$ cat config.mk
export PLATFORM = sky130hd
export DESIGN_NAME = priority_bitmap_run_queue_unit
export DESIGN_NICKNAME = d
export VERILOG_FILES = /design/src/sv/pbrq_pkg.sv /design/src/sv/pbrq_ram.sv /design/src/sv/pbrq_bitmap.sv /design/src/sv/priority_bitmap_run_queue_unit.sv
export VERILOG_INCLUDE_DIRS = /design/src /design/src/sv
export SDC_FILE = /design/constraint.sdc
export NUM_CORES = 2
export LEC_CHECK = 0
export ABC_AREA = 0
export CAP_MARGIN = 5
export CORE_MARGIN = 10
export CORE_UTILIZATION = 40
export DETAILED_ROUTE_END_ITERATION = 16
export DONT_BUFFER_PORTS = 1
export GPL_ROUTABILITY_DRIVEN = 0
export SETUP_SLACK_MARGIN = 0.3
export SYNTH_ARGS = -nofsm -noshare
export SYNTH_HDL_FRONTEND = slang
export SYNTH_SLANG_ARGS = --single-unit
export TNS_END_PERCENT = 1
$ cat constraint.sdc
create_clock -name clk -period 4.24 [get_ports clk]
set_input_delay 0.424 -clock clk [delete_from_list [all_inputs] [get_ports clk]]
set_output_delay 0.424 -clock clk [all_outputs]
set_load 0.02 [all_outputs]
$ cat src/sv/priority_bitmap_run_queue_unit_macros.svh
// ----------------------------------------------------------------------------
// priority bitmap run queue assertion macros
// shared concurrent assertion forms, clocked on clk and disabled in reset
// ----------------------------------------------------------------------------
`ifndef PRIORITY_BITMAP_RUN_QUEUE_UNIT_MACROS_SVH
`define PRIORITY_BITMAP_RUN_QUEUE_UNIT_MACROS_SVH
`ifndef SYNTHESIS
// property holds at every edge
`define PBRQ_ASSERT(lbl, prop) \
    lbl: assert property (@(posedge clk) disable iff (!rst_n) (prop)) \
        else $error("pbrq assertion failed");
// same-cycle implication
`define PBRQ_ASSERT_IMP(lbl, ante, cons) \
    lbl: assert property (@(posedge clk) disable iff (!rst_n) (ante) |-> (cons)) \
        else $error("pbrq implication failed");
// next-cycle implication
`define PBRQ_ASSERT_NEXT(lbl, ante, cons) \
    lbl: assert property (@(posedge clk) disable iff (!rst_n) (ante) |=> (cons)) \
        else $error("pbrq next-cycle implication failed");
`else
`define PBRQ_ASSERT(lbl, prop)
`define PBRQ_ASSERT_IMP(lbl, ante, cons)
`define PBRQ_ASSERT_NEXT(lbl, ante, cons)
`endif
`endif

$ cat src/sv/pbrq_pkg.sv
// ----------------------------------------------------------------------------
// pbrq_pkg
// shared constants, types and helper functions of the priority run queue
// ----------------------------------------------------------------------------
package pbrq_pkg;

    localparam int NUM_PRIOS = 64;
    localparam int NUM_TASKS = 64;
    localparam int ID_W      = 6;
    localparam int ROWS      = 8;
    localparam int COLS      = 8;
    localparam int QUEUE_AW  = $clog2(NUM_PRIOS);
    localparam int LINK_AW   = $clog2(NUM_TASKS);
    localparam int QUEUE_DW  = 2 * ID_W;

    typedef enum logic [0:0] {
        CMD_ADD    = 1'b0,
        CMD_REMOVE = 1'b1
    } cmd_t;

    typedef enum logic [1:0] {
        ST_IDLE,
        ST_EXEC,
        ST_LINK
    } state_t;

    // bitmap update request
    typedef struct packed {
        logic            set;
        logic            clr;
        logic [ID_W-1:0] prio;
    } bitmap_op_t;

    // bitmap status, highest and any_ready reflect the pending update
    typedef struct packed {
        logic            level_ready;
        logic            any_ready;
        logic [ID_W-1:0] highest;
    } bitmap_stat_t;

    // position of the lowest set bit, zero for an empty byte
    function automatic logic [2:0] lowest_bit(input logic [7:0] v);
        logic [2:0] pos;
        pos = 3'd0;
        for (int i = 7; i >= 0; i--) begin
            if (v[i]) begin
                pos = 3'(i);
            end
        end
        return pos;
    endfunction

    function automatic logic prio_in_range(input logic [ID_W-1:0] p);
        return int'(p) < NUM_PRIOS;
    endfunction

    function automatic logic task_in_range(input logic [ID_W-1:0] t);
        return int'(t) < NUM_TASKS;
    endfunction

endpackage

$ cat src/sv/pbrq_ram.sv
// ----------------------------------------------------------------------------
// pbrq_ram
// generic single-write, single-read memory with registered read data
// ----------------------------------------------------------------------------
module pbrq_ram #(
    parameter int WIDTH = 8,
    parameter int DEPTH = 64,
    localparam int AW   = (DEPTH > 1) ? $clog2(DEPTH) : 1
) (
    input  logic             clk,
    input  logic             we,
    input  logic [AW-1:0]    waddr,
    input  logic [WIDTH-1:0] wdata,
    input  logic [AW-1:0]    raddr,
    output logic [WIDTH-1:0] rdata
);

    logic [WIDTH-1:0] mem [DEPTH];
    logic [WIDTH-1:0] rdata_reg;

    always_ff @(posedge clk)
    begin
        if (we)
        begin
            mem[waddr] <= wdata;
        end
        rdata_reg <= mem[raddr];
    end

    assign rdata = rdata_reg;

endmodule

$ cat src/sv/pbrq_bitmap.sv
// ----------------------------------------------------------------------------
// pbrq_bitmap
// two-level ready bitmap with lowest ready priority search
// ----------------------------------------------------------------------------
`include "priority_bitmap_run_queue_unit_macros.svh"

module pbrq_bitmap
    import pbrq_pkg::*;
(
    input  logic         clk,
    input  logic         rst_n,
    input  bitmap_op_t   op,
    output bitmap_stat_t stat
);

    logic [COLS-1:0] row_reg  [ROWS];
    logic [COLS-1:0] row_next [ROWS];
    logic [ROWS-1:0] group_reg;
    logic [ROWS-1:0] group_next;
    logic [2:0]      row;
    logic [2:0]      col;
    logic [2:0]      sel_row;

    assign row = op.prio[5:3];
    assign col = op.prio[2:0];

    always_comb
    begin
        row_next   = row_reg;
        group_next = group_reg;
        if (op.set)
        begin
            row_next[row][col] = 1'b1;
            group_next[row]    = 1'b1;
        end
        else if (op.clr)
        begin
            row_next[row][col] = 1'b0;
            if (row_next[row] == '0)
            begin
                group_next[row] = 1'b0;
            end
        end
    end

    // search runs on the updated bitmap
    always_comb
    begin
        sel_row          = lowest_bit(group_next);
        stat.level_ready = row_reg[row][col];
        stat.any_ready   = |group_next;
        stat.highest     = (group_next == '0) ? '0
                         : {sel_row, lowest_bit(row_next[sel_row])};
    end

    always_ff @(posedge clk or negedge rst_n)
    begin
        if (!rst_n)
        begin
            for (int r = 0; r < ROWS; r++)
            begin
                row_reg[r] <= '0;
            end
            group_reg <= '0;
        end
        else
        begin
            row_reg   <= row_next;
            group_reg <= group_next;
        end
    end

    `PBRQ_ASSERT(a_op_exclusive, !(op.set && op.clr))
    `PBRQ_ASSERT_IMP(a_group_covers_row, stat.level_ready, group_reg[row])
    `PBRQ_ASSERT_NEXT(a_set_takes_effect, op.set, row_reg[$past(row)][$past(col)])

endmodule

$ cat src/sv/priority_bitmap_run_queue_unit.sv
// ----------------------------------------------------------------------------
// priority_bitmap_run_queue_unit
// ready-task scheduler: per-priority task fifos plus a two-level ready bitmap
// ----------------------------------------------------------------------------
// usage
//   command channel: cmd_valid / cmd_stall with command, task_id, prio
//   response channel: rsp_valid / rsp_stall with removed_task, removed_valid,
//   best_prio and any_ready, exactly one response item per command item
//   an add appends task_id to the fifo of prio, a remove pops its head
//   every response carries the lowest-numbered ready priority after the step
// sequencing
//   an item is accepted only while the sequencer is idle; the head/tail
//   memory is read in the accept cycle and written back once the response
//   register is free, with the response loaded at that point; an add, or a
//   remove that empties or misses its fifo, finishes in the exec state, a
//   remove that leaves entries behind goes on to the link state, the extra
//   step being the link memory read for the new head
// reset
//   rst_n clears the ready bitmap, the sequencer and the response valid;
//   the memories need no clearing, an entry is only read once written
// stall
//   a finished response sits in the output register; a new item can be
//   accepted meanwhile, but its write-back waits until the register frees
// ----------------------------------------------------------------------------
`include "priority_bitmap_run_queue_unit_macros.svh"

module priority_bitmap_run_queue_unit
    import pbrq_pkg::*;
(
    input  logic            clk,
    input  logic            rst_n,
    // command channel
    input  logic            cmd_valid,
    output logic            cmd_stall,
    input  logic            command,
    input  logic [ID_W-1:0] task_id,
    input  logic [ID_W-1:0] prio,
    // response channel
    output logic            rsp_valid,
    input  logic            rsp_stall,
    output logic [ID_W-1:0] removed_task,
    output logic            removed_valid,
    output logic [ID_W-1:0] best_prio,
    output logic            any_ready
);

    // sequencer state and captured command item
    state_t          state_reg, state_next;
    cmd_t            cmd_reg;
    logic [ID_W-1:0] task_reg;
    logic [ID_W-1:0] prio_reg;

    // response register
    logic            rsp_valid_reg, rsp_valid_next;
    logic [ID_W-1:0] removed_task_reg;
    logic            removed_valid_reg;
    logic [ID_W-1:0] highest_reg;
    logic            any_ready_reg;

    // memory ports
    logic                q_we;
    logic [QUEUE_AW-1:0] q_raddr;
    logic [QUEUE_DW-1:0] q_wdata;
    logic [QUEUE_DW-1:0] q_rdata;
    logic [ID_W-1:0]     q_head;
    logic [ID_W-1:0]     q_tail;
    logic                l_we;
    logic [ID_W-1:0]     l_rdata;

    // bitmap interface
    bitmap_op_t   bm_op;
    bitmap_stat_t bm_stat;

    // response load
    logic            rsp_free;
    logic            load;
    logic [ID_W-1:0] load_task;
    logic            load_valid;

    // head in the upper half, tail in the lower half of a queue entry
    assign q_head = q_rdata[QUEUE_DW-1:ID_W];
    assign q_tail = q_rdata[ID_W-1:0];

    // the read address follows the incoming item while idle, else the held one
    assign q_raddr = (state_reg == ST_IDLE) ? QUEUE_AW'(prio) : QUEUE_AW'(prio_reg);

    pbrq_ram #(
        .WIDTH (QUEUE_DW),
        .DEPTH (NUM_PRIOS)
    ) u_queue_ram (
        .clk   (clk),
        .we    (q_we),
        .waddr (QUEUE_AW'(prio_reg)),
        .wdata (q_wdata),
        .raddr (q_raddr),
        .rdata (q_rdata)
    );

    // links are written at the old tail and read at the current head
    pbrq_ram #(
        .WIDTH (ID_W),
        .DEPTH (NUM_TASKS)
    ) u_link_ram (
        .clk   (clk),
        .we    (l_we),
        .waddr (LINK_AW'(q_tail)),
        .wdata (task_reg),
        .raddr (LINK_AW'(q_head)),
        .rdata (l_rdata)
    );

    pbrq_bitmap u_bitmap (
        .clk   (clk),
        .rst_n (rst_n),
        .op    (bm_op),
        .stat  (bm_stat)
    );

    assign cmd_stall = (state_reg != ST_IDLE);
    assign rsp_free  = !rsp_valid_reg || !rsp_stall;

    always_comb
    begin
        state_next  = state_reg;
        q_we        = 1'b0;
        q_wdata     = {task_reg, task_reg};
        l_we        = 1'b0;
        bm_op.set   = 1'b0;
        bm_op.clr   = 1'b0;
        bm_op.prio  = prio_reg;
        load        = 1'b0;
        load_task   = '0;
        load_valid  = 1'b0;
        unique case (state_reg)
            ST_IDLE:
            begin
                if (cmd_valid)
                begin
                    state_next = ST_EXEC;
                end
            end
            ST_EXEC:
            begin
                // queue entry is on the read port now; hold while output is full
                if (rsp_free)
                begin
                    if (cmd_reg == CMD_ADD)
                    begin
                        if (prio_in_range(prio_reg) && task_in_range(task_reg))
                        begin
                            q_we      = 1'b1;
                            bm_op.set = 1'b1;
                            if (bm_op.set && bm_stat.level_ready)
                            begin
                                // append behind the current tail
                                l_we    = 1'b1;
                                q_wdata = {q_head, task_reg};
                            end
                        end
                        load       = 1'b1;
                        state_next = ST_IDLE;
                    end
                    else if (prio_in_range(prio_reg) && bm_stat.level_ready)
                    begin
                        if (q_head == q_tail)
                        begin
                            // last entry leaves, fifo becomes empty
                            bm_op.clr  = 1'b1;
                            load       = 1'b1;
                            load_task  = q_head;
                            load_valid = 1'b1;
                            state_next = ST_IDLE;
                        end
                        else
                        begin
                            state_next = ST_LINK;
                        end
                    end
                    else
                    begin
                        // remove from empty or out-of-range fifo
                        load       = 1'b1;
                        state_next = ST_IDLE;
                    end
                end
            end
            ST_LINK:
            begin
                // link of the popped head becomes the new head
                if (rsp_free)
                begin
                    q_we       = 1'b1;
                    q_wdata    = {l_rdata, q_tail};
                    load       = 1'b1;
                    load_task  = q_head;
                    load_valid = 1'b1;
                    state_next = ST_IDLE;
                end
            end
            default:
            begin
                state_next = ST_IDLE;
            end
        endcase
    end

    always_comb
    begin
        if (load)
        begin
            rsp_valid_next = 1'b1;
        end
        else
        begin
            rsp_valid_next = rsp_valid_reg && rsp_stall;
        end
    end

    always_ff @(posedge clk or negedge rst_n)
    begin
        if (!rst_n)
        begin
            state_reg     <= ST_IDLE;
            rsp_valid_reg <= 1'b0;
        end
        else
        begin
            state_reg     <= state_next;
            rsp_valid_reg <= rsp_valid_next;
        end
    end

    // item capture and response payload
    always_ff @(posedge clk)
    begin
        if (state_reg == ST_IDLE && cmd_valid)
        begin
            cmd_reg  <= cmd_t'(command);
            task_reg <= task_id;
            prio_reg <= prio;
        end
        if (load)
        begin
            removed_task_reg  <= load_task;
            removed_valid_reg <= load_valid;
            highest_reg       <= bm_stat.highest;
            any_ready_reg     <= bm_stat.any_ready;
        end
    end

    assign rsp_valid     = rsp_valid_reg;
    assign removed_task  = removed_task_reg;
    assign removed_valid = removed_valid_reg;
    assign best_prio     = highest_reg;
    assign any_ready     = any_ready_reg;

    `PBRQ_ASSERT_NEXT(a_accept_to_exec, cmd_valid && !cmd_stall, state_reg == ST_EXEC)
    `PBRQ_ASSERT_IMP(a_link_after_exec, state_reg == ST_LINK, $past(state_reg) != ST_IDLE)
    `PBRQ_ASSERT_IMP(a_idle_prio_zero, rsp_valid_reg && !any_ready_reg, highest_reg == '0)
    `PBRQ_ASSERT_IMP(a_no_pop_no_task, rsp_valid_reg && !removed_valid_reg, removed_task_reg == '0)

endmodule

==> results.toml <==
[worst_setup_path]
cp_max_fo = 35
required_ns = 4.74
arrival_ns = 4.94
worstSetupStartpointType = "flop"
path_cells = "buf_12 -> buf_4 -> buf_4 -> mux4_2 -> nand2_1 -> a21oi_2 -> a2111o_1 -> o21ai_4 -> buf_4 -> o21ai_0 -> o21ai_0 -> mux2i_1 -> mux4_2 -> nor2b_1 -> a211oi_2 -> o22ai_1"
ff2ff_path_depth = 16
critPathMaxStageDelay_ns = 0.53
critPathKind = "flop to flop"
endpoint_kind = "flop"
slowest_stage = "mux4_2"
path_common_cell = "buf_4"

[yosys]
yosys.area.top_type = "edfxtp_1"
synth-edff-count = 1179
ys_seq_area_share_pct = 72.5
ys_types = 82
synth_ff_type = "edfxtp_1"
async_flop_share_pct = 5.90
syn_area_um2 = 51900
synth.avg_cell_area_um2 = 18.4
synth_cells = 2820
yosysWarnings = 0
synth_seq_cells = 1272
synth_area_leaders = "edfxtp_1, mux4_2, dfrtp_1"
synth.top_cell.area_share_pct = 68.2
synth_nets = 2840

[placed_design]
io_buffers = 0
dp_hpwl_um = 88100
placed_cells = 4696
pre_cts_ws_ns = -0.178

[floorplan]
core_region_area_um2 = 129000
dieHeight_um = 380
initial_utilization_pct = 40.2
dieWidth_um = 380
num_io_pins = 33
die_area_um2 = 145000
rows = 132

[layout]
drive_gt1_share_pct = 29.9
largest_register_ffs = 768
post-route-util_pct = 47.2
fin_nets = 3144
area_delta_synth_final_pct = 17.6
stdcell_count = 4968
fill_cells = 10800

[job]
cap_violations = 0

[sta]
slew_violations = 0
min_period_ns = 4.44
tightest_slew_ns = 1.30
hold_viol_final = 0
setup_viol = 3
fin_crit_sh_pct = 105
skew_ns = 0.0445
relSlewSlack_pct = 13.2
fmax_mhz = 225
layout_setup_ws_ns = -0.204
rsz0062_at_grt = "true"

[worst_hold_path]
hold_depth = 4
hold_path_class = "input pin to flop"

[power]
leakage_nw = 19.9
power_density_nw_per_um2 = 639
ir_worst_vdd_mv = 0.571

[grt]
antenna_found_initial = 1
grt_usage_pct = 18.4
grt_pass1_vias = 29200
grt_max_degree = 76
grt_pass1_wl_um = 200000
grt_overflow = 0

[clock_tree]
clockRootBuffer = "clkbuf_16"
clock-sinks = 1272
cts_tree = "done"
cts_htree_levels = 4
cts_buffers = 130
clockBufferDepth = 3
clk_pin_slew_ns = 0.06
clkLatencyLatePin_ns = 0.76

[drt]
dr_wl_met2_um = 64400
ant_nets = 0
post-route-drc-count = 0
wire_per_inst_um = 27.3
routed-wl-met3_um = 10300
wl_met1_um = 56000
dr.pass1.iters = 6
post_drt_via_cell_ratio = 5.79
wl_um = 136000
vias = 28700
highest_layer = "met4"
drt_iter0_drc = 3171

[run_status]
failed_checks = "setup timing"
outcome = "finished with violations"
[stage by stage]
stage	instance area [µm²]	setup TNS (ns)	hold WS [ns]	total power (W)
after global routing	61000	-0.690	0.232	0.0405
final	61000	-0.419	0.240	0.0390
after global placement	56100	-0.359	0.147	0.0277
after detailed placement	56100	-0.498	0.147	0.0279
after floorplan	51900	0	0.128	0.0231
after CTS	60700	-0.315	0.172	0.0391
[critical path, delay by kind of cell, from the launching register on]
family | cells | cell delay [ns]
AO/OA/AOI/OAI | 7 | 1.49
AND/OR/NAND/NOR | 2 | 0.25
buffers and inverters | 4 | 0.83
flip-flops | 1 | 0.45
multiplexers | 3 | 1.12
[cell families after synthesis]
logic type / Yosys count / synth area share (%)
AO/OA/AOI/OAI: 413 / 5.22
XOR/XNOR: 6 / 0.101
adder cells (fa/ha/maj): 3 / 0.0723
buffers and inverters: 206 / 1.73
flip-flops: 1272 / 72.5
multiplexers: 384 / 15.3
AND/OR/NAND/NOR: 536 / 5.02
[Yosys cell counts (8+ instances only)]
cell type and n:
nor4_1 11, dfrtp_1 75, buf_6 9, nor2_1 157
a311oi_1 26, buf_2 12, mux4_2 328, a21oi_1 60
nand3_1 26, mux2i_1 53, a22oi_1 16, dfxtp_1 18
clkbuf_1 118, inv_1 15, and2_1 59, edfxtp_1 1179
nand2_1 190, o22ai_1 10, o21ai_0 135, nor3_1 12
a22o_1 21, buf_1 40, and3b_1 8, nand2b_1 12
a31oi_1 26, a211oi_1 62
[area by class of cell]
| cell class | count | area, µm² | area share (%) |
|---|---|---|---|
| repair buffers | 359 | 3190 | 5.23 |
| multi-input cells | 1342 | 13800 | 22.7 |
| clock inverters | 66 | 649 | 1.06 |
| flip-flops and latches | 1272 | 37600 | 61.7 |
| diodes | 3 | 7.51 | 0.0123 |
| clock buffers | 165 | 3440 | 5.63 |
| inverters | 19 | 76.3 | 0.125 |
| well taps | 1742 | 2180 | 3.57 |
[layer usage]
metal | vias to the layer above | GRT usage [%]
met4 | 0 | 6.98
met2 | 1259 | 28.8
li1 | 12100 | -
met1 | 15100 | 25.5
met3 | 259 | 3.73
met5 | - | 0
[path summary, 6_finish.rpt]
path / from / to / slack (ns)
min: rsp_stall / state_reg[0] / 0.24
min reg2reg: state_reg[0] / state_reg[0] / 0.59
max: prio_reg[4] / best_prio[0] / -0.20
min in group asynchronous: rst_n / u_bitmap.row_reg[51] / 0.32
max reg2reg: prio_reg[4] / best_prio[0] / -0.20
max in group asynchronous: rst_n / u_bitmap.row_reg[8] / 3.60
[layout by cell type, fill, tap and decap left out, drive strengths merged, types with 5 or more instances in the layout]
master	instances
edfxtp	1179
buf	342
mux4	328
nand2	190
clkbuf	166
nor2	157
o21ai	143
dfrtp	75
a211oi	65
a21oi	60
and2	59
mux2i	53
clkinv	48
a31oi	26
a311oi	26
nand3	26
inv	25
a22o	21
dfxtp	18
dlygate4sd3	16
a22oi	16
nor3	14
nand2b	12
nor4	12
or3b	11
bufinv	10
o22ai	10
and3b	8
a21o	7
nor3b	7
or3	6
xor2	6
nand3b	6
nand4	6
o31ai	5
nor2b	5
a21boi	5
and3	5
a221oi	5
[timing repair]
| item | CTS | global route |
|---|---|---|
| endpoints found under the setup margin | 73 | 466 |
| gates cloned | 2 | 1 |
| hold buffers | 17 | 0 |
| hold endpoints to repair | 91 | 0 |
| gates resized for setup | 35 | 66 |
| buffers inserted | 14 | 3 |
| pin swaps | 20 | 17 |
[report_power, final]
part           switching (W)  internal [W]
clock                0.00470       0.00637
combinational        0.00713       0.00475
sequential          0.000598        0.0155
total                 0.0124        0.0266
Note: power is estimated with default switching activity, not from simulation.
